===== src/capfd_pkg.sv =====
// ----------------------------------------------------------------------------
// capfd_pkg: shared types and constants of the coherent demodulator
// Sizes, register indexes, the quarter-wave sine table and its lookup.
// ----------------------------------------------------------------------------
`default_nettype none

package capfd_pkg;

  localparam int PHASE_BITS     = 32;
  localparam int SINE_ADDR_BITS = 10;
  localparam int SAMPLE_BITS    = 16;
  localparam int ACC_BITS       = 48;
  localparam int CNT_BITS       = 16;
  localparam int MODE_BITS      = 2;
  localparam int SINE_BITS      = 16;
  localparam int SINE_MAG_BITS  = 15;
  localparam int PROD_BITS      = SAMPLE_BITS + SINE_BITS;
  localparam int QUARTER_BITS   = SINE_ADDR_BITS - 2;
  localparam int QUARTER_LEN    = 1 << QUARTER_BITS;

  localparam int CFG_INDEX_BITS = 3;
  localparam int CFG_DATA_BITS  = 48;
  localparam int IN_TDATA_BITS  = 16;
  localparam int OUT_TDATA_BITS = 24;

  localparam longint unsigned HALF_PI_Q30 = 64'd1686629713;
  localparam longint unsigned ONE_Q30     = 64'd1 << 30;

  // mode register: bit 1 selects FSK, otherwise PSK or ASK
  localparam int                   MODE_FSK_BIT = 1;
  localparam logic [MODE_BITS-1:0] MODE_ASK     = 2'd0;
  localparam logic [MODE_BITS-1:0] MODE_PSK     = 2'd1;

  typedef enum logic [CFG_INDEX_BITS-1:0] {
    CFG_MODE      = 3'd0,
    CFG_SPB       = 3'd1,
    CFG_CARRIER   = 3'd2,
    CFG_SPACE     = 3'd3,
    CFG_MARK      = 3'd4,
    CFG_THRESHOLD = 3'd5
  } cfg_reg_e;

  localparam logic [CNT_BITS-1:0]         SPB_RESET       = 16'd2000;
  localparam logic [PHASE_BITS-1:0]       CARRIER_RESET   = 32'd4294967;
  localparam logic [PHASE_BITS-1:0]       SPACE_RESET     = 32'd6442451;
  localparam logic [PHASE_BITS-1:0]       MARK_RESET      = 32'd8589935;
  localparam logic signed [ACC_BITS-1:0]  THRESHOLD_RESET = 48'sd67041755136;

  typedef logic signed [SINE_BITS-1:0] sine_t;

  typedef struct packed {
    sine_t primary;
    sine_t mark;
  } carrier_t;

  typedef struct packed {
    logic                        valid;
    logic                        frame_start;
    logic signed [PROD_BITS-1:0] prod_p;
    logic signed [PROD_BITS-1:0] prod_m;
  } mix_t;

  typedef logic [SINE_MAG_BITS-1:0] sine_rom_t [QUARTER_LEN];

  // Taylor series to x^11 in Q30, rounded to Q14; elaboration only
  function automatic logic [SINE_MAG_BITS-1:0] quarter_sine(int r);
    longint unsigned x, x2, t, s;
    x  = (longint'(r) * HALF_PI_Q30) >> QUARTER_BITS;
    x2 = (x * x) >> 30;
    t  = ONE_Q30;
    t  = ONE_Q30 - ((x2 * t) >> 30) / 110;
    t  = ONE_Q30 - ((x2 * t) >> 30) / 72;
    t  = ONE_Q30 - ((x2 * t) >> 30) / 42;
    t  = ONE_Q30 - ((x2 * t) >> 30) / 20;
    t  = ONE_Q30 - ((x2 * t) >> 30) / 6;
    s  = (x * t) >> 30;
    s  = (s + (64'd1 << 15)) >> 16;
    return s[SINE_MAG_BITS-1:0];
  endfunction

  function automatic sine_rom_t build_sine_rom();
    sine_rom_t rom;
    for (int i = 0; i < QUARTER_LEN; i++) begin
      rom[i] = quarter_sine(i);
    end
    return rom;
  endfunction

  localparam sine_rom_t                SINE_ROM  = build_sine_rom();
  localparam logic [SINE_MAG_BITS-1:0] SINE_PEAK = quarter_sine(QUARTER_LEN);

  // fold into the first quadrant; the mirrored index of zero is the peak
  function automatic sine_t sine_lookup(logic [PHASE_BITS-1:0] phase);
    logic [SINE_ADDR_BITS-1:0] addr;
    logic [1:0]                quad;
    logic [QUARTER_BITS-1:0]   r;
    logic [SINE_MAG_BITS-1:0]  mag;
    addr = phase[PHASE_BITS-1 -: SINE_ADDR_BITS];
    quad = addr[SINE_ADDR_BITS-1 -: 2];
    r    = addr[QUARTER_BITS-1:0];
    if (!quad[0]) begin
      mag = SINE_ROM[r];
    end else if (r == '0) begin
      mag = SINE_PEAK;
    end else begin
      mag = SINE_ROM[QUARTER_BITS'(~r + 1'b1)];
    end
    if (quad[1]) begin
      return -sine_t'({1'b0, mag});
    end
    return sine_t'({1'b0, mag});
  endfunction

endpackage

`default_nettype wire


===== src/capfd_nco.sv =====
// ----------------------------------------------------------------------------
// capfd_nco: carrier oscillators
// Two phase accumulators with the sine of each current phase held ready.
// ----------------------------------------------------------------------------
`default_nettype none

module capfd_nco
  import capfd_pkg::*;
(
  input  wire logic                  clk_i,
  input  wire logic                  rst_ni,
  input  wire logic                  step_i,
  input  wire logic                  frame_start_i,
  input  wire logic                  fsk_i,
  input  wire logic [PHASE_BITS-1:0] carrier_inc_i,
  input  wire logic [PHASE_BITS-1:0] space_inc_i,
  input  wire logic [PHASE_BITS-1:0] mark_inc_i,
  output carrier_t                   carrier_o
);

  logic [PHASE_BITS-1:0] phase_p_q, phase_p_d;
  logic [PHASE_BITS-1:0] phase_m_q, phase_m_d;
  sine_t                 sin_p_q, sin_m_q;
  logic [PHASE_BITS-1:0] base_p, base_m;

  always_comb begin
    base_p    = frame_start_i ? '0 : phase_p_q;
    base_m    = frame_start_i ? '0 : phase_m_q;
    phase_p_d = base_p + (fsk_i ? space_inc_i : carrier_inc_i);
    phase_m_d = base_m + mark_inc_i;
  end

  // a frame start uses phase zero for this word
  assign carrier_o.primary = frame_start_i ? sine_lookup('0) : sin_p_q;
  assign carrier_o.mark    = frame_start_i ? sine_lookup('0) : sin_m_q;

  always_ff @(posedge clk_i or negedge rst_ni) begin
    if (!rst_ni) begin
      phase_p_q <= '0;
      phase_m_q <= '0;
      sin_p_q   <= sine_lookup('0);
      sin_m_q   <= sine_lookup('0);
    end else if (step_i) begin
      phase_p_q <= phase_p_d;
      phase_m_q <= phase_m_d;
      sin_p_q   <= sine_lookup(phase_p_d);
      sin_m_q   <= sine_lookup(phase_m_d);
    end
  end

endmodule

`default_nettype wire


===== src/capfd_mixer.sv =====
// ----------------------------------------------------------------------------
// capfd_mixer: sample register and carrier products
// Registers the accepted word with its carriers, then the two products.
// ----------------------------------------------------------------------------
`default_nettype none

module capfd_mixer
  import capfd_pkg::*;
(
  input  wire logic                          clk_i,
  input  wire logic                          rst_ni,
  input  wire logic                          en_i,
  input  wire logic                          accept_i,
  input  wire logic signed [SAMPLE_BITS-1:0] sample_i,
  input  wire logic                          frame_start_i,
  input  wire carrier_t                      carrier_i,
  output mix_t                               mix_o
);

  logic                          valid_q;
  logic                          fs_q;
  logic signed [SAMPLE_BITS-1:0] sample_q;
  carrier_t                      carrier_q;
  mix_t                          mix_d;
  logic                          mix_valid_q;
  logic                          mix_fs_q;
  logic signed [PROD_BITS-1:0]   prod_p_q, prod_m_q;

  always_comb begin
    mix_d.valid       = valid_q;
    mix_d.frame_start = fs_q;
    mix_d.prod_p      = PROD_BITS'(sample_q * carrier_q.primary);
    mix_d.prod_m      = PROD_BITS'(sample_q * carrier_q.mark);
  end

  always_ff @(posedge clk_i or negedge rst_ni) begin
    if (!rst_ni) begin
      valid_q     <= 1'b0;
      mix_valid_q <= 1'b0;
    end else if (en_i) begin
      valid_q     <= accept_i;
      mix_valid_q <= mix_d.valid;
    end
  end

  always_ff @(posedge clk_i) begin
    if (en_i) begin
      fs_q      <= frame_start_i;
      sample_q  <= sample_i;
      carrier_q <= carrier_i;
      mix_fs_q  <= mix_d.frame_start;
      prod_p_q  <= mix_d.prod_p;
      prod_m_q  <= mix_d.prod_m;
    end
  end

  always_comb begin
    mix_o.valid       = mix_valid_q;
    mix_o.frame_start = mix_fs_q;
    mix_o.prod_p      = prod_p_q;
    mix_o.prod_m      = prod_m_q;
  end

endmodule

`default_nettype wire


===== src/capfd_decider.sv =====
// ----------------------------------------------------------------------------
// capfd_decider: integrators, per-sample rule and bit vote
// Accumulates both products, tallies ones and loads the result register.
// ----------------------------------------------------------------------------
`default_nettype none

module capfd_decider
  import capfd_pkg::*;
(
  input  wire logic                       clk_i,
  input  wire logic                       rst_ni,
  input  wire logic                       en_i,
  input  wire mix_t                       mix_i,
  input  wire logic [MODE_BITS-1:0]       mode_i,
  input  wire logic [CNT_BITS-1:0]        spb_i,
  input  wire logic signed [ACC_BITS-1:0] threshold_i,
  input  wire logic                       out_ready_i,
  output logic                            out_valid_o,
  output logic                            out_bit_o,
  output logic [CNT_BITS-1:0]             out_count_o
);

  localparam logic signed [ACC_BITS-1:0] AccMax = {1'b0, {(ACC_BITS-1){1'b1}}};
  localparam logic signed [ACC_BITS-1:0] AccMin = {1'b1, {(ACC_BITS-1){1'b0}}};
  localparam logic [CNT_BITS-1:0]        CntMax = '1;

  logic signed [ACC_BITS-1:0] integ_p_q, integ_p_d;
  logic signed [ACC_BITS-1:0] integ_m_q, integ_m_d;
  logic [CNT_BITS-1:0]        count_q, count_d;
  logic [CNT_BITS-1:0]        tally_q, tally_d;
  logic                       out_valid_q, out_valid_d;
  logic                       out_bit_q;
  logic [CNT_BITS-1:0]        out_count_q;

  logic signed [ACC_BITS-1:0] base_p, base_m, new_p, new_m;
  logic signed [ACC_BITS:0]   sum_p, sum_m;
  logic [CNT_BITS-1:0]        base_cnt, base_tally, new_cnt, new_tally, period;
  logic [CNT_BITS:0]          twice;
  logic                       fsk, one, bit_end, bit_val;

  always_comb begin
    fsk        = mode_i[MODE_FSK_BIT];
    base_p     = mix_i.frame_start ? '0 : integ_p_q;
    base_m     = mix_i.frame_start ? '0 : integ_m_q;
    base_cnt   = mix_i.frame_start ? '0 : count_q;
    base_tally = mix_i.frame_start ? '0 : tally_q;

    sum_p = (ACC_BITS+1)'(base_p) + (ACC_BITS+1)'(mix_i.prod_p);
    sum_m = (ACC_BITS+1)'(base_m) + (ACC_BITS+1)'(mix_i.prod_m);
    // clamp when the carry out disagrees with the sign
    if (sum_p[ACC_BITS] != sum_p[ACC_BITS-1]) begin
      new_p = sum_p[ACC_BITS] ? AccMin : AccMax;
    end else begin
      new_p = sum_p[ACC_BITS-1:0];
    end
    if (sum_m[ACC_BITS] != sum_m[ACC_BITS-1]) begin
      new_m = sum_m[ACC_BITS] ? AccMin : AccMax;
    end else begin
      new_m = sum_m[ACC_BITS-1:0];
    end

    if (fsk) begin
      one = new_p > new_m;
    end else if (mode_i == MODE_PSK) begin
      one = new_p[ACC_BITS-1];
    end else begin
      one = new_p > threshold_i;
    end

    new_tally = base_tally + CNT_BITS'(one && (base_tally != CntMax));
    new_cnt   = base_cnt + CNT_BITS'(base_cnt != CntMax);
    period    = (spb_i == '0) ? CNT_BITS'(1) : spb_i;
    bit_end   = new_cnt >= period;
    twice     = {new_tally, 1'b0};
    bit_val   = fsk ? (twice < {1'b0, period}) : (twice > {1'b0, period});

    if (bit_end) begin
      integ_p_d = '0;
      integ_m_d = '0;
      count_d   = '0;
      tally_d   = '0;
    end else begin
      integ_p_d = new_p;
      integ_m_d = new_m;
      count_d   = new_cnt;
      tally_d   = new_tally;
    end

    if (en_i) begin
      out_valid_d = mix_i.valid && bit_end;
    end else begin
      out_valid_d = out_valid_q && !out_ready_i;
    end
  end

  always_ff @(posedge clk_i or negedge rst_ni) begin
    if (!rst_ni) begin
      integ_p_q   <= '0;
      integ_m_q   <= '0;
      count_q     <= '0;
      tally_q     <= '0;
      out_valid_q <= 1'b0;
    end else begin
      out_valid_q <= out_valid_d;
      if (en_i && mix_i.valid) begin
        integ_p_q <= integ_p_d;
        integ_m_q <= integ_m_d;
        count_q   <= count_d;
        tally_q   <= tally_d;
      end
    end
  end

  always_ff @(posedge clk_i) begin
    if (en_i && mix_i.valid && bit_end) begin
      out_bit_q   <= bit_val;
      out_count_q <= new_tally;
    end
  end

  assign out_valid_o = out_valid_q;
  assign out_bit_o   = out_bit_q;
  assign out_count_o = out_count_q;

endmodule

`default_nettype wire


===== src/coherent_ask_psk_fsk_demodulator_core.sv =====
// Pipeline: the sample that ends a bit passes the input, product and result registers
// before its result word is valid.
// Throughput: one sample per cycle; the pipeline stalls only while a result waits.
// The integrator add, saturation and mode compare are combinational per sample.
// Reset: phases, integrators and counters clear at once; the configuration
// returns to ASK, 2000 samples per bit and the default tones and threshold.
// ----------------------------------------------------------------------------
// coherent_ask_psk_fsk_demodulator_core: ASK/PSK/FSK correlation demodulator
// Configuration registers, stream ports and the three pipeline parts.
// ----------------------------------------------------------------------------
`default_nettype none

module coherent_ask_psk_fsk_demodulator_core
  import capfd_pkg::*;
(
  input  wire logic                      clk_i,
  input  wire logic                      rst_ni,
  input  wire logic                      s_axis_tvalid_i,
  output logic                           s_axis_tready_o,
  input  wire logic [IN_TDATA_BITS-1:0]  s_axis_tdata_i,  // [15:0] sample
  input  wire logic [0:0]                s_axis_tuser_i,  // [0] frame_start
  output logic                           m_axis_tvalid_o,
  input  wire logic                      m_axis_tready_i,
  output logic [OUT_TDATA_BITS-1:0]      m_axis_tdata_o,  // [0] decided_bit,
                                                          // [16:1] ones_count
  input  wire logic                      cfg_valid_i,
  output logic                           cfg_ready_o,
  input  wire logic [CFG_INDEX_BITS-1:0] cfg_index_i,
  input  wire logic [CFG_DATA_BITS-1:0]  cfg_data_i
);

  logic [MODE_BITS-1:0]       mode_q;
  logic [CNT_BITS-1:0]        spb_q;
  logic [PHASE_BITS-1:0]      carrier_inc_q, space_inc_q, mark_inc_q;
  logic signed [ACC_BITS-1:0] threshold_q;

  logic                en, accept;
  carrier_t            carrier;
  mix_t                mix;
  logic                out_bit;
  logic [CNT_BITS-1:0] out_count;

  assign cfg_ready_o = 1'b1;

  always_ff @(posedge clk_i or negedge rst_ni) begin
    if (!rst_ni) begin
      mode_q        <= MODE_ASK;
      spb_q         <= SPB_RESET;
      carrier_inc_q <= CARRIER_RESET;
      space_inc_q   <= SPACE_RESET;
      mark_inc_q    <= MARK_RESET;
      threshold_q   <= THRESHOLD_RESET;
    end else if (cfg_valid_i) begin
      case (cfg_index_i)
        CFG_MODE:      mode_q        <= cfg_data_i[MODE_BITS-1:0];
        CFG_SPB:       spb_q         <= cfg_data_i[CNT_BITS-1:0];
        CFG_CARRIER:   carrier_inc_q <= cfg_data_i[PHASE_BITS-1:0];
        CFG_SPACE:     space_inc_q   <= cfg_data_i[PHASE_BITS-1:0];
        CFG_MARK:      mark_inc_q    <= cfg_data_i[PHASE_BITS-1:0];
        CFG_THRESHOLD: threshold_q   <= cfg_data_i[ACC_BITS-1:0];
        default:       ;
      endcase
    end
  end

  // advance the whole pipeline unless a result word is held
  assign en              = !m_axis_tvalid_o || m_axis_tready_i;
  assign s_axis_tready_o = en;
  assign accept          = s_axis_tvalid_i && en;

  capfd_nco u_nco (
    .clk_i         (clk_i),
    .rst_ni        (rst_ni),
    .step_i        (accept),
    .frame_start_i (s_axis_tuser_i[0]),
    .fsk_i         (mode_q[MODE_FSK_BIT]),
    .carrier_inc_i (carrier_inc_q),
    .space_inc_i   (space_inc_q),
    .mark_inc_i    (mark_inc_q),
    .carrier_o     (carrier)
  );

  capfd_mixer u_mixer (
    .clk_i         (clk_i),
    .rst_ni        (rst_ni),
    .en_i          (en),
    .accept_i      (accept),
    .sample_i      (s_axis_tdata_i[SAMPLE_BITS-1:0]),
    .frame_start_i (s_axis_tuser_i[0]),
    .carrier_i     (carrier),
    .mix_o         (mix)
  );

  capfd_decider u_decider (
    .clk_i       (clk_i),
    .rst_ni      (rst_ni),
    .en_i        (en),
    .mix_i       (mix),
    .mode_i      (mode_q),
    .spb_i       (spb_q),
    .threshold_i (threshold_q),
    .out_ready_i (m_axis_tready_i),
    .out_valid_o (m_axis_tvalid_o),
    .out_bit_o   (out_bit),
    .out_count_o (out_count)
  );

  assign m_axis_tdata_o = {(OUT_TDATA_BITS-CNT_BITS-1)'(0), out_count, out_bit};

endmodule

`default_nettype wire


===== config.mk =====
export PLATFORM = sky130hd
export DESIGN_NAME = coherent_ask_psk_fsk_demodulator_core
export DESIGN_NICKNAME = d
export VERILOG_FILES = /design/src/capfd_pkg.sv /design/src/capfd_nco.sv /design/src/capfd_mixer.sv /design/src/capfd_decider.sv /design/src/coherent_ask_psk_fsk_demodulator_core.sv
export SDC_FILE = /design/constraint.sdc
export NUM_CORES = 2
export LEC_CHECK = 0
export ABC_AREA = 1
export BUFFER_PORTS_ARGS = -buffer_cell sky130_fd_sc_hd__buf_2
export CORE_UTILIZATION = 32
export CTS_CLUSTER_SIZE = 40
export DETAILED_ROUTE_END_ITERATION = 10
export GPL_ROUTABILITY_DRIVEN = 0
export RECOVER_POWER = 25
export SYNTH_ARGS = -nofsm -noshare
export SYNTH_HDL_FRONTEND = slang
export SYNTH_SLANG_ARGS = --single-unit

===== constraint.sdc =====
create_clock -name clk_i -period 19 [get_ports clk_i]
set_input_delay 2.85 -clock clk_i [delete_from_list [all_inputs] [get_ports clk_i]]
set_output_delay 2.85 -clock clk_i [all_outputs]
set_load 0.05 [all_outputs]

Yosys cells after proc, flatten, opt, wreduce, memory -nomap -nowiden

Memories as Yosys holds them, arrays and structs flattened.
Cells that the tools add are included.

Bitwise operators: 6
Order comparisons: 9
Multiply operators: 2
Eq/ne operators: 10
Divide/modulo/power cells: 0
Reduce and logical (&&, ||, !) cells: 19
Muxes and demuxes: 42
$add $sub $neg: 10
Shifts and indexed selects: 0

Operators with widths:

| cell                   | count |
|---|---|
| $mux W48               | 8 |
| $mux W15               | 14 |
| $mux W16               | 9 |
| $add A48 B32 Y49       | 2 |
| $gt A48 B48 Y1         | 2 |
| $mux W32               | 3 |
| $add A32 B32 Y32       | 2 |
| $mul A16 B16 Y32       | 2 |
| $ge A9 B9 Y1 const B   | 4 |
| $not A8 Y9             | 4 |
| $add A16 B1 Y16        | 2 |
| $ne A16 B16 Y1 const B | 2 |
| $neg A15 Y16           | 2 |
| $gt A17 B16 Y1         | 1 |
| $lt A17 B16 Y1         | 1 |
| $add A8 B1 Y8 const B  | 2 |
| $ge A16 B16 Y1         | 1 |
| $logic_not A16 Y1      | 1 |
| $logic_not A8 Y1       | 2 |
| $not A8 Y8             | 2 |
| $reduce_and A2 Y1      | 6 |
| $mux W1                | 8 |
| $eq A3 B2 Y1 const B   | 2 |
| $eq A3 B3 Y1 const B   | 2 |
| 7 further kinds        | 14 |

Memories: 4
Flip-flop bits (word level): 520
Output and inout port bits: 27
Input port bits: 73
ROM bits: 15360
Bits in latches: 0
Memory bits (writable): 0
Logic and storage cells: 128

Memories:

| name             | words | width | rd ports | clocked after memory_dff | write ports | line             | text |
|---|---|---|---|---|---|---|---|
| (name not given) | 256   | 15    | 1        | 0                        | 0           | capfd_pkg.sv:102 | `mag = SINE_ROM[r];` |
| (name not given) | 256   | 15    | 1        | 0                        | 0           | capfd_pkg.sv:106 | `mag = SINE_ROM[QUARTER_BITS'(~r + 1'b1)];` |
| (name not given) | 256   | 15    | 1        | 0                        | 0           | capfd_pkg.sv:102 |  |
| (name not given) | 256   | 15    | 1        | 0                        | 0           | capfd_pkg.sv:106 |  |

Logic depth before layout (Yosys ltp)

Word-level depth: 14
Mapped depth: 68
Mapped depth without buffers: 63

Modules after synthesis

A second synthesis with hierarchy kept.

Cells, all modules: 11474
Area total of the unflattened synthesis: 74091.1 um2

Modules (own cells, without submodules):

| module                                | instances | cells each | sequential area each (um2) | area each (um2) |
|---|---|---|---|---|
| capfd_mixer                           | 1         | 3090       | 3473.3                     | 25210.4 |
| capfd_nco                             | 1         | 4681       | 2402.3                     | 24440.9 |
| capfd_decider                         | 1         | 2981       | 3738.6                     | 18032.3 |
| coherent_ask_psk_fsk_demodulator_core | 1         | 722        | 4112.7                     | 6407.4 |

Worst setup path after synthesis

OpenSTA, ideal clock, no wires.

Kind: register to register
Start: register u_mixer.mix_fs_q
End: register u_decider.out_bit_q, in the netlist u_decider.out_bit_o, data pin
Path slack: 9407 ps
Period minus slack after synthesis: 9593 ps
Setup time: 255 ps
Cell stages (with the launch flop): 66
Data arrival time: 9338 ps
Path buffers: 7
Required time: 18745 ps
Path through: edfxtp_1 clkbuf_1 clkbuf_1 buf_1 clkbuf_1 clkbuf_1 nor2_1 ha_1 a21oi_1 o21ai_0 o21bai_1 a21boi_0 inv_1 nand2_1 nand2_1 a21boi_0 o21ai_0 a21oi_1 [... 30 more ...] nor2_1 nand2_1 nor3_1 nand3_1 nor3_1 xnor2_1 inv_1 ha_1 inv_1 nor3_1 a211oi_1 nand2_1 nand3_1 nand2_1 a211oi_1 nand2_1 o21ai_0 inv_1

Word-level cells in the longest chain between the ends: 11
Elaborated cells between the ends (all ways): 21
Those cells by class: add/sub: 3; order compare: 4; eq/ne: 3; mux: 10; reduce/logical: 1

Ends and longest elaborated chain:

| element                                                 | line                                     | text |
|---|---|---|
| from (decl)                                             | capfd_mixer.sv:26                        | `logic mix_fs_q;` |
| from (signal assigned)                                  | capfd_mixer.sv:51                        | `mix_fs_q <= mix_d.frame_start;` |
| $mux W48                                                | capfd_decider.sv:43                      | `base_p = mix_i.frame_start ? '0 : integ_p_q;` |
| $add A48 B32 Y49                                        | capfd_decider.sv:48                      | `sum_p = (ACC_BITS+1)'(base_p) + (ACC_BITS+1)'(mix_i.prod_p);` |
| $mux W48 / $ne A1 B1 Y1 (equally long branches)         | capfd_decider.sv:52, capfd_decider.sv:51 |  |
| $mux W48                                                | capfd_decider.sv:51                      | `if (sum_p[ACC_BITS] != sum_p[ACC_BITS-1]) begin` |
| $gt A48 B48 Y1                                          | capfd_decider.sv:67                      | `one = new_p > threshold_i;` |
| $mux W1                                                 | capfd_decider.sv:64                      | `end else if (mode_i == MODE_PSK) begin` |
| $mux W1                                                 | capfd_decider.sv:62                      | `if (fsk) begin` |
| $logic_and A1 B1 Y1                                     | capfd_decider.sv:70                      | `new_tally = base_tally + CNT_BITS'(one && (base_tally != CntMax));` |
| $add A16 B1 Y16 (*)                                     | capfd_decider.sv:70                      |  |
| net u_decider.new_tally[11]                             | capfd_decider.sv:37                      | `logic [CNT_BITS-1:0] base_cnt, base_tally, new_cnt, new_tally, period;` |
| $gt A17 B16 Y1 / $lt A17 B16 Y1 (equally long branches) | capfd_decider.sv:75                      | `bit_val = fsk ? (twice < {1'b0, period}) : (twice > {1'b0, period});` |
| $mux W1 (*)                                             | capfd_decider.sv:75                      |  |
| net u_decider.bit_val                                   | capfd_decider.sv:39                      | `logic fsk, one, bit_end, bit_val;` |
| to (signal assigned)                                    | capfd_decider.sv:116                     | `out_bit_q <= bit_val;` |
| to (decl)                                               | capfd_decider.sv:32                      | `logic out_bit_q;` |

Mark *: on every way through the listed nets, which the timed path passes. The rest lies on a longest branch.
A chain may end at the register's enable or synchronous reset.

Worst setup path in the final report

Start: input s_axis_tuser_i
End: register u_nco.sin_p_q[10]

Word-level cells in the longest chain between the ends: 14
Elaborated cells between the ends (all ways): 21
Those cells by class: add/sub: 3; mux: 12; bitwise: 3; reduce/logical: 1; memory: 2

Ends and longest elaborated chain:

| element                                      | line                                        | text |
|---|---|---|
| from (decl)                                  | coherent_ask_psk_fsk_demodulator_core.sv:21 | `input wire logic [0:0] s_axis_tuser_i,` |
| $mux W32 (*)                                 | capfd_nco.sv:27                             | `base_p = frame_start_i ? '0 : phase_p_q;` |
| $add A32 B32 Y32 (*)                         | capfd_nco.sv:29                             | `phase_p_d = base_p + (fsk_i ? space_inc_i : carrier_inc_i);` |
| $not A8 Y8                                   | capfd_pkg.sv:106                            |  |
| $add A8 B1 Y8                                | capfd_pkg.sv:106                            |  |
| $not A8 Y9                                   | capfd_pkg.sv:106                            |  |
| $mem_v2 Z256 W15                             | --                                          |  |
| $mux W15 (not written as such) (2 in series) | capfd_pkg.sv:106                            |  |
| $mux W15                                     | capfd_pkg.sv:103                            | `end else if (r == '0) begin` |
| $mux W15                                     | capfd_pkg.sv:101                            | `if (!quad[0]) begin` |
| $mux W15                                     | capfd_nco.sv:43                             | `end else if (step_i) begin` |
| $neg A15 Y16                                 | capfd_pkg.sv:109                            | `return -sine_t'({1'b0, mag});` |
| $mux W16                                     | capfd_pkg.sv:108                            | `if (quad[1]) begin` |
| $mux W16 (*)                                 | capfd_pkg.sv:111                            | `return sine_t'({1'b0, mag});` |
| to (signal assigned)                         | capfd_nco.sv:41                             | `sin_p_q <= sine_lookup('0);` |
| to (signal assigned)                         | capfd_nco.sv:46                             | `sin_p_q <= sine_lookup(phase_p_d);` |
| to (decl)                                    | capfd_nco.sv:23                             | `sine_t sin_p_q, sin_m_q;` |

Mark *: on every way between the ends. The rest lies on a longest branch, timed or not. The select of a mux whose other input is x is not followed.

==> results.py <==
metrics = {
    "die": {
        "std_cell_rows": 171,
        "die_w_um": 469,
        "chipHeight_um": 469,
        "core_um2": 217000,
        "ioPinCount": 100,
        "dieArea_um2": 220000,
        "initial_core_util_pct": 32.2,
    },
    "place": {
        "post_dp_cell_area_um2": 72500,
        "hpwl_um": 175000,
        "port_buffers": 91,
    },
    "sta": {
        "tns_ns": 0,
        "finClkSkew_ns": 0.0505,
        "slew_headroom_pct": -313,
        "rsz0062_at_grt": "no",
        "slew_violations": 494,
        "finalWorstPathRequiredPeriod_ns": 12.68,
        "min_period_over_period_pct": 66.8,
        "tightest_slew_ns": 6.19,
        "fmax_mhz": 78.8,
        "holdWs_ns": 0.425,
        "setup_viol": 0,
        "hold_viol": 0,
    },
    "logic_synthesis": {
        "synth_cell_type_count": 70,
        "yosys.area.top_type": "nand2_1",
        "synth.top_cell.area_share_pct": 17.0,
        "synth_ff_type": "dfrtp_1",
        "avgSynthCellArea_um2": 6.73,
        "yosys-top-cells-count": "nand2_1 (3163), inv_1 (1840), nand3_1 (767)",
        "synth_area_leaders": "nand2_1 (17%), fa_1 (15%), dfrtp_1 (12%)",
        "ys_seq_area_share_pct": 19.7,
        "synth-seq-cells": 520,
        "synth_area_um2": 69800,
        "synth_edf_count": 131,
        "synth_most_common_cell": "nand2_1",
        "syn_inst": 10370,
        "synthArstFlopShare_pct": 74.8,
        "yosys_warnings": 0,
    },
    "grt": {
        "grtUsageTotal_pct": 21.0,
        "grt-ovfl-total": 0,
        "grt_antenna_before_repair": 2,
        "grt_pass1_vias": 64244,
        "grt_first_pass_wirelength_um": 368000,
        "grt_max_degree": 143,
    },
    "cells_and_area": {
        "post-route-cell-area_um2": 74600,
        "fin_nets": 11339,
        "drive_gt1_share_pct": 4.66,
        "synthToLayoutAreaGrowth_pct": 6.87,
        "fillers": 23566,
        "diodes": 0,
    },
    "routing": {
        "ant_nets": 0,
        "vias": 66610,
        "drcViolationCount": 0,
        "wl_um": 233000,
        "wl_per_cell_um": 17.8,
        "firstDrtPassIters": 8,
        "drt_iter0_markers": 7350,
        "via_per_inst": 5.09,
    },
    "worst_setup_path": {
        "path_max_fanout": 56,
        "slowest_stage": "clkbuf_1",
        "cp.required_ns": 19.52,
        "ff2ff_setup_slack_ns": 6.99,
        "end_kind": "flip-flop",
        "cpMostUsedCell": "nand2_1",
        "crit_path_start_kind": "input port",
        "crit_type": "in2reg",
        "crit_arrival_ns": 13.21,
        "cp_slowest_stage_delay_ns": 2.19,
    },
    "clocking": {
        "clockRootBuffer": "clkbuf_16",
        "cts.htree.levels": 2,
        "numCtsBuffers": 61,
        "hold_buffers": 0,
        "cts_setup_buffers": 0,
        "clock-sinks": 520,
        "ctsResizeCount": 0,
        "clk_pin_slew_worst_paths_ns": 0.07,
        "tritoncts": "done",
        "insertion_delay_ns": 0.71,
        "clockBufferDepth": 3,
    },
    "run": {
        "cap_violations": 8,
    },
    "status": {
        "violations": "max-capacitance violations, max-slew violations",
        "status": "finished, violations left",
    },
    "hold_path": {
        "worstHoldPathType": "reg2reg",
    },
}
## critical path, delay by kind of cell
| kind | cells | cell delay (ns) |
|---|---|---|
| AO/OA/AOI/OAI | 1 | 0.07 |
| adder cells (fa/ha/maj) | 4 | 1.35 |
| AND/OR/NAND/NOR | 26 | 3.93 |
| buffers and inverters | 6 | 4.90 |
## layout by cell type, fill, tap and decap left out, types with 15 or more instances in the layout
cell type  instances
a211oi_1          20
a21oi_1          394
a31oi_1           50
buf_2             72
buf_4             88
clkbuf_1          35
clkbuf_16         65
dfrtp_1          342
dfstp_2           47
edfxtp_1         131
fa_1             536
ha_1             554
inv_1           1838
inv_2             24
nand2_1         3162
nand2_2           34
nand2_4           15
nand3_1          765
nand4_1           93
nor2_1           689
nor3_1            39
nor4_1            21
o2111ai_1         15
o211ai_1          58
o21a_1            16
o21ai_0          572
o21ai_1           34
o22ai_1          120
or2_2             48
xnor2_1           61
xor2_1            94
## through the flow
| step | instances | setup slack, ns | utilization (%) |
|---|---|---|---|
| after floorplan | 10376 | 9.41 | - |
| after global routing | 13083 | 5.60 | 34.4 |
| after detailed placement | 12967 | 7.13 | 33.4 |
| after CTS | 13083 | 7.10 | 34.4 |
| final | 13083 | 6.32 | 34.4 |
| after global placement | 12967 | 7.21 | 33.4 |
## cell families after synthesis
kind of cell / after synthesis / share of synthesized area [%]
AOI/OAI and AO/OA: 1364 / 10.9
xor gates and xnor gates: 156 / 1.98
adders and majority gates: 1090 / 25.3
buffers and inverters: 2320 / 13.1
DFF: 520 / 19.7
other: 2 / 0.0108
and+or+nand+nor: 4918 / 29.1
## state kept, by name, summed over array words and instances (netlist names), 2 cells and up
| register | count |
|---|---|
| spb_q | 16 |
| u_mixer.prod_p_q | 32 |
| u_mixer.sample_q | 16 |
| mode_q | 2 |
| u_nco.sin_m_q | 16 |
| u_decider.integ_p_q | 48 |
| u_mixer.carrier_q | 32 |
| space_inc_q | 32 |
| u_decider.tally_q | 16 |
| u_decider.integ_m_q | 48 |
| u_decider.out_count_o | 16 |
| carrier_inc_q | 32 |
| u_decider.count_q | 16 |
| threshold_q | 48 |
| u_mixer.prod_m_q | 32 |
| u_nco.sin_p_q | 16 |
| u_nco.phase_p_q | 32 |
| mark_inc_q | 32 |
| u_nco.phase_m_q | 32 |
## metal layers
| metal | global-route usage, % | wire length [um] | up-vias |
|---|---|---|---|
| met3 | 2.71 | 17500 | 571 |
| met1 | 28.3 | 100000 | 31178 |
| met4 | 7.72 | 9380 | 0 |
| met5 | 0 | 0 | - |
| met2 | 34.1 | 106000 | 2775 |
| li1 | - | - | 32086 |
## path summary, 6_finish.rpt
| check | start | end | cells after the start |
|---|---|---|---|
| min in group asynchronous | rst_ni | u_decider.tally_q[7] | 1 |
| max in group asynchronous | rst_ni | u_nco.sin_p_q[8] | 4 |
| worst min-delay path | u_mixer.fs_q | u_mixer.mix_fs_q | 0 |
| worst min register to register | u_mixer.fs_q | u_mixer.mix_fs_q | 0 |
| worst max register to register | u_mixer.mix_fs_q | u_decider.out_bit_o | 58 |
| worst max-delay path | s_axis_tuser_i | u_nco.sin_p_q[10] | 37 |
## cell type report
cell class | instances | area, um^2 | share of cell area [%]
Sequential cell | 520 | 13700 | 18.4
Multi-Input combinational cell | 7536 | 47000 | 63.0
Inverter | 1872 | 7030 | 9.42
Timing Repair Buffer | 185 | 1130 | 1.52
Clock inverter | 29 | 348 | 0.466
Tap cell | 2854 | 3570 | 4.79
Clock buffer | 87 | 1820 | 2.44
Power is not shown: default switching activity piles up to over one toggle a cycle in this logic, so the estimate is an artifact.
